<file path="src/rtl/sppd_pkg.sv">
// ----------------------------------------------------------------------------
// sppd_pkg
// Shared types and fixed constants of the stereo ping-pong delay: register
// indexes, gain limits, fixed-point shift amounts and lane control.
// ----------------------------------------------------------------------------
package sppd_pkg;

	// configuration port
	localparam int CFG_INDEX_BITS = 3;
	localparam int CFG_DATA_BITS  = 16;

	localparam logic [CFG_INDEX_BITS-1:0] REG_DELAY_LENGTH  = 3'd0;
	localparam logic [CFG_INDEX_BITS-1:0] REG_FEEDBACK_GAIN = 3'd1;
	localparam logic [CFG_INDEX_BITS-1:0] REG_FILTER_COEFF  = 3'd2;
	localparam logic [CFG_INDEX_BITS-1:0] REG_RETURN_GAIN   = 3'd3;

	// register widths and limits
	localparam int DELAY_BITS = 16;
	localparam int FB_BITS    = 15;
	localparam int GAIN_BITS  = 16;

	localparam logic [FB_BITS-1:0]   FB_LIMIT       = 15'd31130;
	localparam logic [GAIN_BITS-1:0] UNITY_Q15      = 16'd32768;
	localparam logic [DELAY_BITS-1:0] DELAY_RESET   = 16'd1;

	// fixed point
	localparam int Q15_SHIFT  = 15;
	localparam int ROUND_HALF = 16384;
	localparam int EXTRA_BITS = 8;

	// per-lane stage strobes
	typedef struct packed {
		logic mul_en;
		logic filt_en;
		logic gain_en;
	} sppd_lane_ctrl_t;

	// clamped gains, all Q1.15 unsigned
	typedef struct packed {
		logic [GAIN_BITS-1:0] coeff;
		logic [GAIN_BITS-1:0] feedback;
		logic [GAIN_BITS-1:0] ret;
	} sppd_gain_t;

endpackage

</file>
<file path="src/rtl/sppd_lane.sv">
// ----------------------------------------------------------------------------
// sppd_lane
// One channel of the delay: one-pole lowpass on the delayed sample, then
// the feedback and return gain products of the filtered wet sample.
// ----------------------------------------------------------------------------
module sppd_lane #(
	parameter int SAMPLE_BITS = 24
) (
	input  logic                          clk,
	input  logic                          arst_n,
	input  sppd_pkg::sppd_lane_ctrl_t     ctrl,
	input  sppd_pkg::sppd_gain_t          gain,
	input  logic signed [SAMPLE_BITS-1:0] echo,
	output logic signed [SAMPLE_BITS+16:0] fb_prod,
	output logic signed [SAMPLE_BITS+16:0] ret_prod
);
	import sppd_pkg::*;

	localparam int SSW = SAMPLE_BITS + EXTRA_BITS; // filter state
	localparam int DW  = SSW + 1;                  // difference
	localparam int PW  = DW + GAIN_BITS + 1;       // filter product
	localparam int AW  = PW + 1;                   // filter update sum
	localparam int GW  = SAMPLE_BITS + GAIN_BITS + 1;

	logic signed [SSW-1:0]         smooth_q;
	logic signed [SSW-1:0]         echo_sh;
	logic signed [DW-1:0]          diff;
	logic signed [GAIN_BITS:0]     coeff_s;
	logic signed [PW-1:0]          filt_prod_s1;
	logic signed [AW-1:0]          s_sum;
	logic signed [SSW-1:0]         s_next;
	logic signed [SAMPLE_BITS-1:0] wet_s2;
	logic signed [GW-1:0]          fb_prod_s3;
	logic signed [GW-1:0]          ret_prod_s3;

	// stage 1: c * ((x << 8) - s)
	assign echo_sh = $signed({echo, {EXTRA_BITS{1'b0}}});
	assign diff    = DW'(echo_sh) - DW'(smooth_q);
	assign coeff_s = $signed({1'b0, gain.coeff});

	always_ff @(posedge clk) begin
		if (ctrl.mul_en) begin
			filt_prod_s1 <= diff * coeff_s;
		end
	end

	// stage 2: s += round(prod / 2^15), folded into one add before the shift
	assign s_sum  = AW'(filt_prod_s1) + (AW'(smooth_q) <<< Q15_SHIFT) + AW'(ROUND_HALF);
	assign s_next = s_sum[Q15_SHIFT +: SSW];

	always_ff @(posedge clk or negedge arst_n) begin
		if (!arst_n) begin
			smooth_q <= '0;
		end else if (ctrl.filt_en) begin
			smooth_q <= s_next;
		end
	end

	// wet sample is the state floored back to sample precision
	always_ff @(posedge clk) begin
		if (ctrl.filt_en) begin
			wet_s2 <= s_next[SSW-1:EXTRA_BITS];
		end
	end

	// stage 3: gain products, rounding is done in the merge
	always_ff @(posedge clk) begin
		if (ctrl.gain_en) begin
			fb_prod_s3  <= wet_s2 * $signed({1'b0, gain.feedback});
			ret_prod_s3 <= wet_s2 * $signed({1'b0, gain.ret});
		end
	end

	assign fb_prod  = fb_prod_s3;
	assign ret_prod = ret_prod_s3;

endmodule

</file>
<file path="config.mk">
export PLATFORM = sky130hd
export DESIGN_NAME = sppd_lane
export DESIGN_NICKNAME = d
export VERILOG_FILES = /design/src/rtl/sppd_pkg.sv /design/src/rtl/sppd_lane.sv
export SDC_FILE = /design/constraint.sdc
export NUM_CORES = 2
export LEC_CHECK = 0
export BUFFER_PORTS_ARGS = -buffer_cell sky130_fd_sc_hd__buf_2
export CORE_ASPECT_RATIO = 1.4
export CORE_UTILIZATION = 55
export CTS_BUF_LIST = sky130_fd_sc_hd__clkbuf_8
export DETAILED_ROUTE_END_ITERATION = 10
export GPL_ROUTABILITY_DRIVEN = 0
export PLACE_DENSITY_LB_ADDON = 0.12
export SLEW_MARGIN = 0
export SYNTH_ARGS = -nofsm -noshare
export SYNTH_HDL_FRONTEND = slang
export SYNTH_SLANG_ARGS = --single-unit
</file>
<file path="constraint.sdc">
create_clock -name clk -period 23.8 [get_ports clk]
set_input_delay 4.76 -clock clk [delete_from_list [all_inputs] [get_ports clk]]
set_output_delay 4.76 -clock clk [all_outputs]
set_load 0.05 [all_outputs]
</file>
Yosys cells after proc, flatten, opt, wreduce, memory -nomap -nowiden
Cells that the tools add are included.

word-level totals
  flip-flop bits (word level) = 185
  output and inout port bits = 82
  word-level logic and storage cells = 11

operators by class
  add/subtract/negate cells = 3
  $mul = 3

operators with widths
  operator                                         number
  multiplier 24 x 17 -> 41 bit                     2
  adder 47 x 16 -> 47 bit (second input constant)  1
  adder 47 bit                                     1
  multiplier 33 x 17 -> 47 bit                     1
  subtractor 32 x 32 -> 33 bit                     1

Longest topological paths before layout
  depth after elaboration = 2
  gate-level depth with buffers = 35

Worst setup path after synthesis
OpenSTA, ideal clock, no wires.

  path type = input -> register
  from = in echo[3]
  to = reg filt_prod_s1[46], data pin
  data arrival time = 12130 ps
  required time = 23532 ps
  path slack = 11402 ps
  cell stages on the path = 33
  path buffers = 1
  cells stage by stage = ha_1 -> o21a_1 -> o21ai_1 -> a31oi_2 -> o21a_1 -> o21a_1 -> o21ai_0 -> nand2b_1 -> a21oi_1 -> xnor2_2 -> buf_2 -> and2_1 -> fa_1 -> inv_1 -> fa_1 -> fa_1 -> inv_1 -> fa_1 -> fa_1 -> inv_1 -> fa_1 -> inv_1 -> ha_1 -> a21oi_1 -> o21ai_1 -> a2111oi_2 -> o211ai_1 -> o211ai_2 -> o21ai_2 -> a31oi_2 -> o21bai_2 -> a21oi_1 -> xnor3_1

between the ends
  longest elaborated chain between the ends = 2

RTL lines
  what                          line             RTL
  from (decl)                   sppd_lane.sv:13  input logic signed [SAMPLE_BITS-1:0] echo,
  subtractor 32 x 32 -> 33 bit  sppd_lane.sv:38  assign diff = DW'(echo_sh) - DW'(smooth_q);
  multiplier 33 x 17 -> 47 bit  sppd_lane.sv:43  filt_prod_s1 <= diff * coeff_s;
  to (signal assigned)          sppd_lane.sv:43
  to (decl)                     sppd_lane.sv:29  logic signed [PW-1:0] filt_prod_s1;

Every way passes these cells.
A chain may end at the register's enable or synchronous reset.

Worst setup path after layout
  from = in echo[1]
  to = reg filt_prod_s1[46], data pin

Same word-level chain as after synthesis.

==> flow_summary.ini <==
[outcome]
status = finished, final reports clean

[grt]
grt_pass1_wl_um = 215000
grt_use_total = 0.286
antenna_found_initial = 5
grt_max_degree = 74
gr-total-overflow = 0
grt_pass1_vias = 41138

[timing]
timing.final.crit_share = 0.546
min_period_ps = 13010
hold_viol_final = 0
tightest_slew_ps = 1100
fin_ws_ps = 10790
slew_headroom = 0.260
fin_setup_tns_ps = 0
slew_violations = 0
rsz0062_at_grt = false
setup_viol = 0
fmax_mhz = 76.9
fin_skew_ps = 41.1

[cells_and_area]
layout-drive-gt1-share = 0.0534
nets = 7341
area_growth_pct = 4.34
fillers = 8612

[synth]
async_flop_share = 0.187
postSynthCellCount = 5665
yosys-top-cells-count = 1458 x inv_1, 1236 x fa_1, 800 x nand2_1
synth-edff-count = 139
seq_area_frac_synth = 0.0938
synth.most_common_cell = inv_1
synth.top_cells.by_area = fa_1 47%, inv_1 10%, ha_1 8.7%, edfxtp_1 7.9%, and2_1 6.7%
avgSynthCellArea_um2 = 9.36
ys_types = 79
synth_top_area_frac = 0.467
ys.flop_type = edfxtp_1
yosys.area.top_type = fa_1
synth_fp_nets = 7346
syn_area_mm2 = 0.0530
yosysWarnings = 0
ys_seq_elements = 171

[clocking]
cts_tree = built
cts.path.max_buffers = 2
postCtsSetupBuffers = 0
cts_root_buf = clkbuf_8
numClockSinks = 171
numCtsBuffers = 17
holdBufCountCts = 0
post_cts_resized = 0
insertion_delay_ps = 620
htree_num_levels = 4
clk_pin_slew_ps = 100

[floorplan]
initial_core_util = 0.556
num_rows = 134
core_region_area_mm2 = 0.0954
pin_count = 159
die_w_um = 264
die-area_mm2 = 0.0977
fp.dieH_um = 369

[worst_setup_path]
worstPathArrival_ps = 13350
startpoint_type = input port
worst-r2r-cell-count = 31
worst_setup_path_end_kind = flip-flop
cp_max_fo = 16
cpPeakStageDelay_ps = 540
slowest_stage = fa_1
worstPathRequired_ps = 24140
critPathMostFrequentCell = fa_1
setup.worst_path.class = in2reg

[routing]
drc = 0
first_pass_iters = 5
drt-total-wl_um = 132000
vias = 37256
wl_per_cell_um = 19.1
first_iter_violations = 1930
ant_nets = 0
vias_per_cell = 5.40

[worst_hold_path]
min_path_cells = 1
hold_path.class = reg2reg

[place]
io_buffers = 158
dpl.hpwl_um = 103000
pre_cts_ws_ps = 10120

[job]
cap_violations = 0
[sequential cells by signal (all words and copies together) (netlist names)]
name          count
filt_prod_s1     33
smooth_q         32
wet_s2           24
ret_prod         41
fb_prod          41
[critical path, delay by kind of cell]
kind            cells  cell delay, ps
buf+inv             6             560
fa+ha+maj           8            3740
xor+xnor            2             490
compound gates     15            3440
simple gates        2             340
[stage by stage]
stage          hold WS (ps)  utilization  instances  instance area [um2]
2_1_floorplan           510            -       5665                53000
3_3_place_gp            536        0.575       6865                54900
3_5_place_dp            541        0.575       6865                54900
4_1_cts                 569        0.580       6897                55300
5_1_grt                 603        0.580       6900                55300
6_report                578        0.580       6900                55300
[cell type report]
type,count,area (um2),share of cell area
Tap cell,1224,1530,0.0277
Antenna cell,3,7.51,0.000136
Inverter,1458,5470,0.0989
Clock inverter,15,219,0.00396
Sequential cell,171,4970,0.0899
Multi-Input combinational cell,3810,41800,0.755
Clock buffer,17,234,0.00423
Timing Repair Buffer,202,1120,0.0203
[final timing paths]
| check | startpoint | end | slack, ps |
|---|---|---|---|
| max in group asynchronous | arst_n | smooth_q[8]$_DFFE_PN0P_ | 19020 |
| setup / recovery | echo[1] | filt_prod_s1[46]$_DFFE_PP_ | 10790 |
| min in group asynchronous | arst_n | smooth_q[1]$_DFFE_PN0P_ | 4240 |
| hold / removal | smooth_q[29]$_DFFE_PN0P_ | smooth_q[29]$_DFFE_PN0P_ | 580 |
| setup reg to reg | smooth_q[0]$_DFFE_PN0P_ | filt_prod_s1[46]$_DFFE_PP_ | 14510 |
| hold reg to reg | smooth_q[29]$_DFFE_PN0P_ | smooth_q[29]$_DFFE_PN0P_ | 580 |
[cells by family after synthesis]
logic type                 count (synthesis)  share of synthesized area
muxes                                     17                    0.00354
adders and majority gates               1604                      0.553
and+or+nand+nor                         1580                      0.145
xor gates and xnor gates                 185                     0.0314
DFF                                      171                     0.0938
buffers and inverters                   1684                      0.120
AOI/OAI and AO/OA                        424                     0.0532
[layout by cell type (no fill, tap or decap), types with 6 or more instances in the layout]
cell	netlist	layout
inv_1	1458	1458
fa_1	1236	1236
nand2_1	800	800
and2_1	571	571
ha_1	368	368
buf_2	7	157
edfxtp_1	139	139
xnor2_1	136	130
a21oi_1	128	128
nor2_1	85	85
o21ai_0	75	75
a21o_1	60	60
buf_4	0	45
xor2_1	44	41
dfrtp_1	32	32
o21a_1	26	26
nand3_1	23	23
nor2b_1	18	18
nand2b_1	18	18
clkbuf_8	0	17
nor3_1	15	15
o21bai_1	15	15
mux2_2	14	14
a31oi_1	13	13
o21ai_1	11	11
or3_1	11	11
a211oi_1	11	11
xnor2_2	4	10
o211ai_1	9	9
and3_1	7	7
o2111ai_1	7	7
or2_2	7	7
o31ai_1	7	7
nand4_1	6	6
[per-layer routing]
metal / vias up / global-route usage / routed length [um]
li1: 16553 / - / -
met1: 19424 / 0.322 / 48200
met2: 993 / 0.544 / 72100
met3: 284 / 0.0232 / 5110
met4: 2 / 0.134 / 6170
met5: - / 0 / 11
Power is left out: the tool's default activity adds up to more than one toggle a clock period on the data nets, which glitch-free logic cannot reach.
